$ cat src/assert_macros.svh
// assertion macros included by the step core
`ifndef ASSERT_MACROS_SVH
`define ASSERT_MACROS_SVH

// same-cycle implication, checked at every rising clock edge outside reset
`define ASSERT_SAME(label, clk, rst, ante, cons) \
   label: assert property (@(posedge clk) disable iff (rst) (ante) |-> (cons)) \
      else $error("assertion failed");

// next-cycle implication, checked at every rising clock edge outside reset
`define ASSERT_NEXT(label, clk, rst, ante, cons) \
   label: assert property (@(posedge clk) disable iff (rst) (ante) |=> (cons)) \
      else $error("assertion failed");

`endif

$ cat src/dcms_pkg.sv
// types shared by the microengine step core and its execute unit
package dcms_pkg;

   // one decoded microword plus channel signals; declared from the top bit down so
   // that a_source sits in the lowest bits of the packed word
   typedef struct packed {
      logic [13:0] channel_in;
      logic        bypass;
      logic [7:0]  constant;
      logic [7:0]  next_low;
      logic [3:0]  status_op;
      logic [3:0]  low_branch;
      logic [3:0]  high_branch;
      logic [4:0]  dest_select;
      logic        invert_b;
      logic [2:0]  alu_function;
      logic [1:0]  b_source;
      logic [4:0]  a_source;
   } req_type;

   // one result, next_address in the lowest bits
   typedef struct packed {
      logic        data_written;
      logic [7:0]  fc_out;
      logic [7:0]  ft_out;
      logic [7:0]  tag_gate_out;
      logic [7:0]  data_word_out;
      logic [7:0]  op_reg_out;
      logic [7:0]  status_reg;
      logic        nonzero_flag;
      logic        carry_flag;
      logic [7:0]  a_bus;
      logic [7:0]  alu_result;
      logic [11:0] next_address;
   } rsp_type;

   // architectural state of the microengine; registers that are never written
   // (WH, WL, BC, BX, ER, CX) always read as zero and hold no storage
   typedef struct packed {
      logic [11:0] micro_address;
      logic [7:0]  gl;
      logic [7:0]  by;
      logic [7:0]  fr;
      logic [7:0]  kl;
      logic [7:0]  dl;
      logic [7:0]  dh;
      logic [7:0]  op;
      logic [7:0]  gp;
      logic [7:0]  sp;
      logic [7:0]  dw;
      logic [7:0]  dr;
      logic [7:0]  ie;
      logic [7:0]  ur;
      logic [7:0]  ft;
      logic [7:0]  fc;
      logic [7:0]  ig;
      logic [7:0]  status;
      logic [7:0]  last_a;
      logic        carry;
      logic        nonzero;
   } state_type;

   localparam int REQ_BYTES_W = 64;
   localparam int RSP_BYTES_W = 80;

   // configuration register indexes
   localparam logic CSR_DEVICE_ADDRESS = 1'b0;

endpackage

$ cat src/disk_ctrl_micro_step_core.sv
// top level of the disk controller microengine step core
// path: an accepted request is held in the input register, then its result in the output register
// throughput: one microword per cycle while rsp_tready holds; the execute stage reads the state
//   written by the previous microword, so the address and flag update loop closes between microwords
// reset: synchronous, active high; clears the microaddress, byte registers, status,
//   flags, last a bus value, device address and both stage valid bits
module disk_ctrl_micro_step_core (
   input  logic        clock,
   input  logic        reset,
   // request: a_source, b_source, alu_function, invert_b, dest_select, high_branch,
   //   low_branch, status_op, next_low, constant, bypass, channel_in, zero pad
   input  logic        req_tvalid,
   output logic        req_tready,
   input  logic [dcms_pkg::REQ_BYTES_W-1:0] req_tdata,
   // response: next_address, alu_result, a_bus, carry_flag, nonzero_flag, status_reg,
   //   op_reg_out, data_word_out, tag_gate_out, ft_out, fc_out, data_written, zero pad
   output logic        rsp_tvalid,
   input  logic        rsp_tready,
   output logic [dcms_pkg::RSP_BYTES_W-1:0] rsp_tdata,
   // configuration
   input  logic        csr_psel,
   input  logic        csr_penable,
   input  logic        csr_pwrite,
   input  logic [2:0]  csr_paddr,
   input  logic [31:0] csr_pwdata,
   output logic [31:0] csr_prdata,
   output logic        csr_pready
);
   import dcms_pkg::*;
   `include "assert_macros.svh"

   localparam int REQ_W = $bits(req_type);
   localparam int RSP_W = $bits(rsp_type);

   // input stage
   req_type   item_ff, item_in;
   logic      item_valid_ff, item_valid_in;
   // output stage
   rsp_type   rsp_ff;
   rsp_type   rsp_calc;
   logic      rsp_valid_ff, rsp_valid_in;
   // architectural state
   state_type state_ff;
   state_type state_calc;
   logic [7:0] dev_addr_ff, dev_addr_in;

   logic req_take;
   logic exec_fire;
   logic csr_wr;
   logic csr_index;

   // execute when the output register is empty or being emptied this cycle
   assign exec_fire  = item_valid_ff && (!rsp_valid_ff || rsp_tready);
   // the input register refills as it drains, so a transaction every cycle unless the response is stalled
   assign req_tready = !item_valid_ff || exec_fire;
   assign req_take   = req_tvalid && req_tready;

   assign item_in       = req_take ? req_type'(req_tdata[REQ_W-1:0]) : item_ff;
   assign item_valid_in = req_take ? 1'b1 : (exec_fire ? 1'b0 : item_valid_ff);
   assign rsp_valid_in  = exec_fire ? 1'b1 : (rsp_tready ? 1'b0 : rsp_valid_ff);

   dcms_exec u_exec (
      .item           (item_ff),
      .cur            (state_ff),
      .device_address (dev_addr_ff),
      .nxt            (state_calc),
      .rsp            (rsp_calc)
   );

   // configuration port, one word register at index zero
   assign csr_pready = 1'b1;
   assign csr_index  = csr_paddr[2];
   assign csr_wr     = csr_psel && csr_penable && csr_pwrite && csr_pready;
   assign dev_addr_in = (csr_wr && csr_index == CSR_DEVICE_ADDRESS) ? csr_pwdata[7:0]
                                                                     : dev_addr_ff;

   always_comb begin
      csr_prdata = 32'h0000_0000;
      if (csr_index == CSR_DEVICE_ADDRESS) begin
         csr_prdata = {24'h00_0000, dev_addr_ff};
      end
   end

   always_ff @(posedge clock) begin
      if (reset) begin
         item_valid_ff <= 1'b0;
         rsp_valid_ff  <= 1'b0;
         state_ff      <= '0;
         dev_addr_ff   <= 8'h00;
      end else begin
         item_valid_ff <= item_valid_in;
         rsp_valid_ff  <= rsp_valid_in;
         dev_addr_ff   <= dev_addr_in;
         if (exec_fire) begin
            state_ff <= state_calc;
         end
      end
   end

   // payload registers
   always_ff @(posedge clock) begin
      item_ff <= item_in;
      if (exec_fire) begin
         rsp_ff <= rsp_calc;
      end
   end

   assign rsp_tvalid = rsp_valid_ff;
   assign rsp_tdata  = {{(RSP_BYTES_W-RSP_W){1'b0}}, rsp_ff};

   // a stalled request side means both stages are full and the response is held
   `ASSERT_SAME(a_stall_only_when_full, clock, reset, !req_tready,
                item_valid_ff && rsp_valid_ff && !rsp_tready)
   // the reported next address is the microaddress the core moved to
   `ASSERT_NEXT(a_addr_matches_state, clock, reset, exec_fire,
                rsp_ff.next_address == state_ff.micro_address)
   // the reported status is the status the core now holds
   `ASSERT_NEXT(a_status_matches_state, clock, reset, exec_fire,
                rsp_valid_ff && rsp_ff.status_reg == state_ff.status)

endmodule

$ cat src/dcms_exec.sv
// execute unit: next address, bus gating, alu and register update for one microword
module dcms_exec (
   input  dcms_pkg::req_type   item,
   input  dcms_pkg::state_type cur,
   input  logic [7:0]          device_address,
   output dcms_pkg::state_type nxt,
   output dcms_pkg::rsp_type   rsp
);
   import dcms_pkg::*;

   // high branch codes
   localparam logic [3:0] HB_NEVER = 4'd0,  HB_ONE = 4'd1,   HB_ST0 = 4'd2,  HB_OP6 = 4'd3;
   localparam logic [3:0] HB_ST2 = 4'd4,    HB_ST4 = 4'd5,   HB_ST6 = 4'd6,  HB_ONE7 = 4'd7;
   localparam logic [3:0] HB_PAGE = 4'd8,   HB_CARRY = 4'd9, HB_CMD = 4'd10, HB_SUP = 4'd11;
   localparam logic [3:0] HB_ONE12 = 4'd12, HB_OP0 = 4'd13,  HB_OP2 = 4'd14, HB_OP4 = 4'd15;
   // low branch codes
   localparam logic [3:0] LB_NEVER = 4'd0,  LB_ONE = 4'd1,   LB_ST3 = 4'd2,  LB_ST5 = 4'd3;
   localparam logic [3:0] LB_ST7 = 4'd4,    LB_ZERO = 4'd5,  LB_ABUS = 4'd6, LB_ONE7 = 4'd7;
   localparam logic [3:0] LB_SRV = 4'd8,    LB_TAG = 4'd9,   LB_SEL = 4'd10, LB_OP1 = 4'd11;
   localparam logic [3:0] LB_OP3 = 4'd12,   LB_OP5 = 4'd13,  LB_ONE14 = 4'd14, LB_OP7 = 4'd15;
   // b bus sources
   localparam logic [1:0] BS_ZERO = 2'd0, BS_BY = 2'd1, BS_CONST = 2'd2, BS_DR = 2'd3;
   // a bus sources
   localparam logic [4:0] AS_ZERO = 5'd0, AS_GL = 5'd1, AS_BY = 5'd2, AS_BUS = 5'd3;
   localparam logic [4:0] AS_FR = 5'd4, AS_KL = 5'd5, AS_DL = 5'd6, AS_DH = 5'd7;
   localparam logic [4:0] AS_OP = 5'd8, AS_GP = 5'd9, AS_SP = 5'd10, AS_DW = 5'd11;
   localparam logic [4:0] AS_WH = 5'd12, AS_WL = 5'd13, AS_BC = 5'd15, AS_Z16 = 5'd16;
   localparam logic [4:0] AS_Z17 = 5'd17, AS_Z18 = 5'd18, AS_BX = 5'd19, AS_DR = 5'd20;
   localparam logic [4:0] AS_ER = 5'd21, AS_IE = 5'd22, AS_Z23 = 5'd23, AS_CX = 5'd24;
   localparam logic [4:0] AS_IS = 5'd25, AS_UR = 5'd26, AS_UR2 = 5'd27;
   // alu functions
   localparam logic [2:0] AF_ADD = 3'd0, AF_ADD1 = 3'd1, AF_AND = 3'd2, AF_OR = 3'd3;
   localparam logic [2:0] AF_ADDS = 3'd4, AF_ADD1S = 3'd5, AF_ADDST3 = 3'd6, AF_XOR = 3'd7;
   // destinations
   localparam logic [4:0] DS_GL = 5'd1, DS_BY = 5'd2, DS_FR = 5'd4, DS_KL = 5'd5;
   localparam logic [4:0] DS_DL = 5'd6, DS_DH = 5'd7, DS_OP = 5'd8, DS_GP = 5'd9;
   localparam logic [4:0] DS_UR = 5'd10, DS_DW = 5'd11, DS_DR = 5'd12, DS_FT = 5'd13;
   localparam logic [4:0] DS_FC = 5'd14, DS_IG = 5'd15, DS_SP = 5'd26, DS_IE = 5'd28;
   // status operations
   localparam logic [3:0] SO_NOP = 4'd0, SO_CLR0 = 4'd1, SO_CLR0B = 4'd2, SO_CLR1 = 4'd3;
   localparam logic [3:0] SO_SET1 = 4'd4, SO_CLR2 = 4'd5, SO_CLR2NZ = 4'd6, SO_SET3 = 4'd7;
   localparam logic [3:0] SO_CLR3 = 4'd8, SO_SET4 = 4'd9, SO_CLR5 = 4'd10, SO_SET5 = 4'd11;
   localparam logic [3:0] SO_CLR6 = 4'd12, SO_SET6 = 4'd13, SO_CLR7 = 4'd14, SO_SET7 = 4'd15;

   logic [11:0] nx;
   logic        hi_cond;
   logic        lo_cond;
   logic [7:0]  a;
   logic [7:0]  b;
   logic        cin;
   logic [8:0]  sum;
   logic [7:0]  alu;
   logic        carry;
   logic [7:0]  res;
   logic [7:0]  st;
   logic        dw_wr;
   logic [7:0]  s;
   logic [7:0]  o;

   // ibm numbering: bit 0 is the msb
   assign s = cur.status;
   assign o = cur.op;

   // next address
   always_comb begin
      nx      = {cur.micro_address[11:8], item.next_low};
      hi_cond = 1'b0;
      lo_cond = 1'b0;
      unique case (item.high_branch)
         HB_NEVER:                  hi_cond = 1'b0;
         HB_ONE, HB_ONE7, HB_ONE12: hi_cond = 1'b1;
         HB_ST0:                    hi_cond = s[7];
         HB_OP6:                    hi_cond = o[1];
         HB_ST2:                    hi_cond = s[5];
         HB_ST4:                    hi_cond = s[3];
         HB_ST6:                    hi_cond = s[1];
         HB_PAGE:                   nx[11:8] = item.constant[3:0];
         HB_CARRY:                  hi_cond = cur.carry;
         HB_CMD:                    hi_cond = item.channel_in[8];
         HB_SUP:                    hi_cond = item.channel_in[9];
         HB_OP0:                    hi_cond = o[7];
         HB_OP2:                    hi_cond = o[5];
         HB_OP4:                    hi_cond = o[3];
         default:                   hi_cond = 1'b0;
      endcase
      if (hi_cond) begin
         nx[1] = 1'b1;
      end
      unique case (item.low_branch)
         LB_NEVER:                  lo_cond = 1'b0;
         LB_ONE, LB_ONE7, LB_ONE14: lo_cond = 1'b1;
         LB_ST3:                    lo_cond = s[4];
         LB_ST5:                    lo_cond = s[2];
         LB_ST7:                    lo_cond = s[0];
         LB_ZERO:                   lo_cond = !cur.nonzero;
         // replaces the whole low byte, including any bit set by the high branch
         LB_ABUS:                   nx[7:0] = cur.last_a;
         LB_SRV:                    lo_cond = item.channel_in[10];
         LB_TAG:                    lo_cond = !item.channel_in[12] && !item.channel_in[13]
                                              && cur.ig[5];
         LB_SEL:                    lo_cond = item.channel_in[11];
         LB_OP1:                    lo_cond = o[6];
         LB_OP3:                    lo_cond = o[4];
         LB_OP5:                    lo_cond = o[2];
         LB_OP7:                    lo_cond = o[0];
         default:                   lo_cond = 1'b0;
      endcase
      if (lo_cond) begin
         nx[0] = 1'b1;
      end
   end

   // bus gating
   always_comb begin
      unique case (item.b_source)
         BS_ZERO:  b = 8'h00;
         BS_BY:    b = cur.by;
         BS_CONST: b = item.constant;
         BS_DR:    b = cur.dr;
         default:  b = 8'h00;
      endcase
      if (item.invert_b) begin
         b = ~b;
      end
   end

   always_comb begin
      unique case (item.a_source)
         AS_ZERO, AS_Z16, AS_Z17, AS_Z18, AS_Z23: a = 8'h00;
         AS_GL:          a = cur.gl;
         AS_BY:          a = cur.by;
         AS_BUS:         a = item.channel_in[7:0];
         AS_FR:          a = cur.fr;
         AS_KL:          a = cur.kl;
         AS_DL:          a = cur.dl;
         AS_DH:          a = cur.dh;
         AS_OP:          a = cur.op;
         AS_GP:          a = cur.gp;
         AS_SP:          a = cur.sp;
         AS_DW:          a = cur.dw;
         // no destination code reaches these; they hold no storage and read as zero
         AS_WH, AS_WL, AS_BC, AS_BX, AS_ER, AS_CX: a = 8'h00;
         AS_DR:          a = cur.dr;
         AS_IE:          a = cur.ie;
         AS_IS:          a = device_address;
         AS_UR, AS_UR2:  a = cur.ur;
         // hold codes drive the previous value again
         default:        a = cur.last_a;
      endcase
   end

   // alu
   always_comb begin
      unique case (item.alu_function)
         AF_ADD1, AF_ADD1S: cin = 1'b1;
         AF_ADDST3:         cin = s[4];
         default:           cin = 1'b0;
      endcase
      sum   = {1'b0, a} + {1'b0, b} + {8'h00, cin};
      carry = 1'b0;
      unique case (item.alu_function)
         AF_AND:  alu = a & b;
         AF_OR:   alu = a | b;
         AF_XOR:  alu = a ^ b;
         default: begin
            alu   = sum[7:0];
            carry = sum[8];
         end
      endcase
      res = item.bypass ? a : alu;
   end

   // destination write and flags
   always_comb begin
      nxt               = cur;
      nxt.micro_address = nx;
      nxt.last_a        = a;
      nxt.carry         = carry;
      nxt.nonzero       = (alu != 8'h00);
      dw_wr             = 1'b0;
      unique case (item.dest_select)
         DS_GL: nxt.gl = res;
         DS_BY: nxt.by = res;
         DS_FR: nxt.fr = res;
         DS_KL: nxt.kl = res;
         DS_DL: nxt.dl = res;
         DS_DH: nxt.dh = res;
         DS_OP: nxt.op = res;
         DS_GP: nxt.gp = res;
         DS_UR: nxt.ur = res;
         DS_DW: begin
            nxt.dw = res;
            dw_wr  = 1'b1;
         end
         DS_DR: nxt.dr = res;
         // mask update: clear the result bits, or set them when next_low bit 2 is one
         DS_FT: nxt.ft = item.next_low[2] ? (cur.ft | res) : (cur.ft & ~res);
         DS_FC: nxt.fc = item.next_low[2] ? (cur.fc | res) : (cur.fc & ~res);
         DS_IG: nxt.ig = res;
         DS_SP: nxt.sp = res;
         DS_IE: nxt.ie = {3'b000, res[4:0]};
         default: ;
      endcase

      st = cur.status;
      if (item.alu_function == AF_ADDS || item.alu_function == AF_ADD1S
          || item.alu_function == AF_ADDST3) begin
         st[4] = carry;
      end
      unique case (item.status_op)
         SO_NOP:            ;
         SO_CLR0, SO_CLR0B: st[7] = 1'b0;
         SO_CLR1:           st[6] = 1'b0;
         SO_SET1:           st[6] = 1'b1;
         SO_CLR2:           st[5] = 1'b0;
         SO_CLR2NZ:         if (alu != 8'h00) st[5] = 1'b0;
         SO_SET3:           st[4] = 1'b1;
         SO_CLR3:           st[4] = 1'b0;
         SO_SET4:           st[3] = 1'b1;
         SO_CLR5:           st[2] = 1'b0;
         SO_SET5:           st[2] = 1'b1;
         SO_CLR6:           st[1] = 1'b0;
         SO_SET6:           st[1] = 1'b1;
         SO_CLR7:           st[0] = 1'b0;
         SO_SET7:           st[0] = 1'b1;
         default:           ;
      endcase
      nxt.status = st;
   end

   always_comb begin
      rsp.next_address  = nx;
      rsp.alu_result    = res;
      rsp.a_bus         = a;
      rsp.carry_flag    = carry;
      rsp.nonzero_flag  = (alu != 8'h00);
      rsp.status_reg    = nxt.status;
      rsp.op_reg_out    = nxt.op;
      rsp.data_word_out = nxt.dw;
      rsp.tag_gate_out  = nxt.ig;
      rsp.ft_out        = nxt.ft;
      rsp.fc_out        = nxt.fc;
      rsp.data_written  = dw_wr;
   end

endmodule
$ cat config.mk
export PLATFORM = sky130hd
export DESIGN_NAME = disk_ctrl_micro_step_core
export DESIGN_NICKNAME = d
export VERILOG_FILES = /design/src/dcms_pkg.sv /design/src/disk_ctrl_micro_step_core.sv /design/src/dcms_exec.sv
export VERILOG_INCLUDE_DIRS = /design/src /design/src/src
export SDC_FILE = /design/constraint.sdc
export NUM_CORES = 1
export LEC_CHECK = 0
export BUFFER_PORTS_ARGS = -buffer_cell sky130_fd_sc_hd__buf_2
export CAP_MARGIN = 15
export CORE_MARGIN = 10
export CORE_UTILIZATION = 55
export DETAILED_ROUTE_END_ITERATION = 8
export GPL_TIMING_DRIVEN = 0
export PLACE_DENSITY = 0.78
export SKIP_LAST_GASP = 1
export SLEW_MARGIN = 10
export SYNTH_ARGS = -nofsm -noshare
export SYNTH_HDL_FRONTEND = slang
export SYNTH_SLANG_ARGS = --single-unit
$ cat constraint.sdc
create_clock -name clock -period 6 [get_ports clock]
set_input_delay 1.2 -clock clock [delete_from_list [all_inputs] [get_ports clock]]
set_output_delay 1.2 -clock clock [all_outputs]
set_load 0.1 [all_outputs]
==> impl_metrics.toml <==
[yosys]
post_synth_fa_ha_maj_area_fraction = 0.01611
synthSimpleGateAreaFrac = 0.1597
synth_common_cells = "nor2_1 (171), dfxtp_1 (157), nand2_1 (152)"
synth_top_family_by_area = "simple AND/OR/NAND/NOR gates"
yosysMostFrequentCell = "nor2_1"
synth_compound_area_frac = 0.1350
yosys.cell_types.count = 87
synth.avg_cell_area_sq_um = 10.24
synth-edff-count = 138
ys_seq_area_frac = 0.5332
synth_flop_cell = "dfxtp_1"
synthTopCellsByArea = "edfxtp_1 (30%), dfxtp_1 (23%), mux2i_1 (5.1%)"
yosysWarnings = 0
synth_xor_area_frac = 0.006409
async_reset_ff_frac = 0
muxShareOfSynthArea = 0.09522
synth_top_area_share = 0.3032
netlist_area_sq_um = 13670
yosysTopAreaCell = "edfxtp_1"
synth_cells = 1334
yosys_register_bits = 295

[pwr]
p_switching_uw = 1425
comb_power_share = 0.157
p_leak_uw = 0.006079
sw_frac_of_total = 0.2913
peakVddDrop_v = 0.0002538
power-per-cell-area_nw_per_um2 = 304.5
p_int_uw = 3468
power_frac_seq = 0.450
power_frac_clock = 0.393

[cells_and_area]
syn2layout_area_growth_pct = 17.60
stdcell_area_sq_um = 16070
antennaDiodeCount = 0
layout-drive-gt1-share = 0.2204
layout.nets = 1678

[route]
drt_iter0_drc = 1120
post_drt_wl_per_cell_um = 22.57
route.detailed.drc = 0
vias = 11190
drt_pre_antenna_iters = 5
ant_nets = 0
via_per_inst = 5.880
routed_wl_mm = 42.94

[setup_path]
path_delay_family = "compound AO/OA/AOI/OAI gates"
crit_cells = 19
cpMostUsedCell = "o21ai_0"
rrSetupSlack_ps = 270
reg2reg_from = "item_ff[4]$_DFFE_PP_"
worst-path-buf-inv = 5
path_max_fanout = 10
arrival_ps = 5980
cp-end-kind = "flop"
critPathSlowestCell = "nor3_2"
ff2ff_path_depth = 19
worstPathCellList = "buf_6 -> nand2b_1 -> buf_2 -> nor3_2 -> a22o_1 -> a221oi_1 -> a31oi_2 -> inv_1 -> ha_1 -> and3_1 -> o21ai_0 -> or2_2 -> a21oi_1 -> a31oi_1 -> o21ai_0 -> o31ai_1 -> buf_2 -> buf_6 -> o21ai_0"
r2r-end = "rsp_tdata[45]$_DFFE_PP_"
start_kind = "flop"
critPathKind = "flop to flop"
critical_path.max_stage_delay_ps = 570
cp_data_required_time_ps = 6260

[die]
start_util = 0.5603
core_area_sq_um = 24390
ioPinCount = 221
dieArea_sq_um = 31550
die_x_um = 177.6
die_h_um = 177.6
num_rows = 57

[timing]
setup_viol = 0
period_share = 0.9547
maxSlewViolCount = 0
maxSlewHeadroom = 0.3222
finalCriticalPeriod_ps = 5728
hold_viol_final = 0
fin_skew_ps = 28.40
tightest_slew_ps = 1007
fmax_mhz = 174.6
rsz0062_at_grt = "false"
finalSetupTns_ps = 0
finalWorstSetupSlack_ps = 271.9

[run]
cap_viol_max_count = 0

[global_route]
grt_pass1_vias = 10760
grt_max_degree = 60
antenna_found_initial = 0
grt_usage = 0.2641
grt_pass1_wl_mm = 64.18
overflow = 0

[placed_design]
pre_cts_slack_ps = 32.51
hpwl_mm = 31.40
placed_cell_area_sq_um = 15020
io_buffers = 163
gp_congestion = 0.9726

[clock_network]
clkTransAtPathRegs_ps = 60
cts_tree = "done"
post_cts_resized = 0
clock_latency_ps = 570
ctsHoldBuffers = 0
clockBufferDepth = 3
htreeDepth = 1
clock_sinks = 295
cts-buffers-inserted = 30
cts_root_buf = "clkbuf_16"
postCtsSetupBuffers = 0

[hold_path]
whs_endpoint = "state_ff[125]$_SDFFE_PP0P_"
hold_path_depth = 2
min_from = "state_ff[125]$_SDFFE_PP0P_"
hold_path.class = "flop to flop"

[run_status]
status = "finished clean"
[registers in the layout, summed over array words and instances, names as in the netlist]
name	flops
dev_addr_ff	8
item_ff	59
item_valid_ff	1
rsp_tdata	79
rsp_tvalid	1
state_ff	147
[area by class of cell]
| cell class | instances | area, sq um |
|---|---|---|
| Buffer | 114 | 619.3 |
| Clock buffer | 36 | 794.5 |
| Tap cell | 324 | 405.4 |
| Sequential cell | 295 | 7287 |
| Timing Repair Buffer | 165 | 855.8 |
| Multi-Input combinational cell | 918 | 5774 |
| Inverter | 31 | 116.4 |
| Fill cell | 1986 | 8320 |
| Clock inverter | 20 | 217.7 |
[through the flow]
stage               utilization  power, uW  cells  hold slack [ps]
floorplan                     -       2797   1358            431.6
global placement         0.6140       2992   1845            440.1
detailed placement       0.6158       2995   1847            444.1
CTS                      0.6573       4886   1903            454.9
global route             0.6589       5030   1903            475.1
finish                   0.6589       4893   1903            457.9
[power groups by stage]
stage	combinational, uW	clock, uW	sequential (uW)
after floorplan	385	0	2410
after global placement	744	0	2250
after detailed placement	751	0	2240
after CTS	754	1930	2200
after global routing	807	2020	2210
final	770	1920	2200
[routing by layer]
metal | track usage | part of all wire
met3 | 0.06035 | 0.11
met1 | 0.3598 | 0.41
met5 | 0 | 0
met4 | 0.09934 | 0.039
met2 | 0.4029 | 0.44
[cell families after synthesis]
kind of cell	Yosys count
compound gates	269
xor+xnor	10
fa+ha+maj	17
buf+inv	145
flops	295
mux	123
other cells	2
simple gates	473
[tightest hold or removal path, delay by kind of cell (launching register included)]
family	cells	cell delay [ps]
flip-flops	1	310
AND/OR/NAND/NOR	1	50
AO/OA/AOI/OAI	1	50
[placed cells by master (no fill, tap or decap), types with 8 or more instances in the layout]
cell       instances
a21oi_1           78
ha_1              16
o21ai_0           39
nand3_1           25
buf_4             32
inv_1             29
nand4_1            8
nand2b_1          16
mux2_2            50
clkbuf_16         31
mux2i_1           70
nor3_1            17
and3_1            12
nor2_1           170
edfxtp_1         138
clkbuf_1          61
buf_2            178
a211oi_1          40
conb_1            26
nor2b_1           16
dfxtp_1          157
a22oi_1           40
and2_1             9
nand2_1          152
[worst max-delay path by stage]
stage / start / end / slack (ps)
6_report: item_ff[4]$_DFFE_PP_ / rsp_tdata[45]$_DFFE_PP_ / 270
5_1_grt: item_ff[2]$_DFFE_PP_ / rsp_tdata[45]$_DFFE_PP_ / 10
4_1_cts: item_ff[4]$_DFFE_PP_ / rsp_tdata[45]$_DFFE_PP_ / 20
3_5_place_dp: item_ff[4]$_DFFE_PP_ / rsp_tdata[45]$_DFFE_PP_ / 30
2_1_floorplan: rsp_tready / rsp_tdata[0]$_DFFE_PP_ / 1240
3_3_place_gp: rsp_tready / rsp_tdata[10]$_DFFE_PP_ / -460
(Power assumes the default switching activity.)
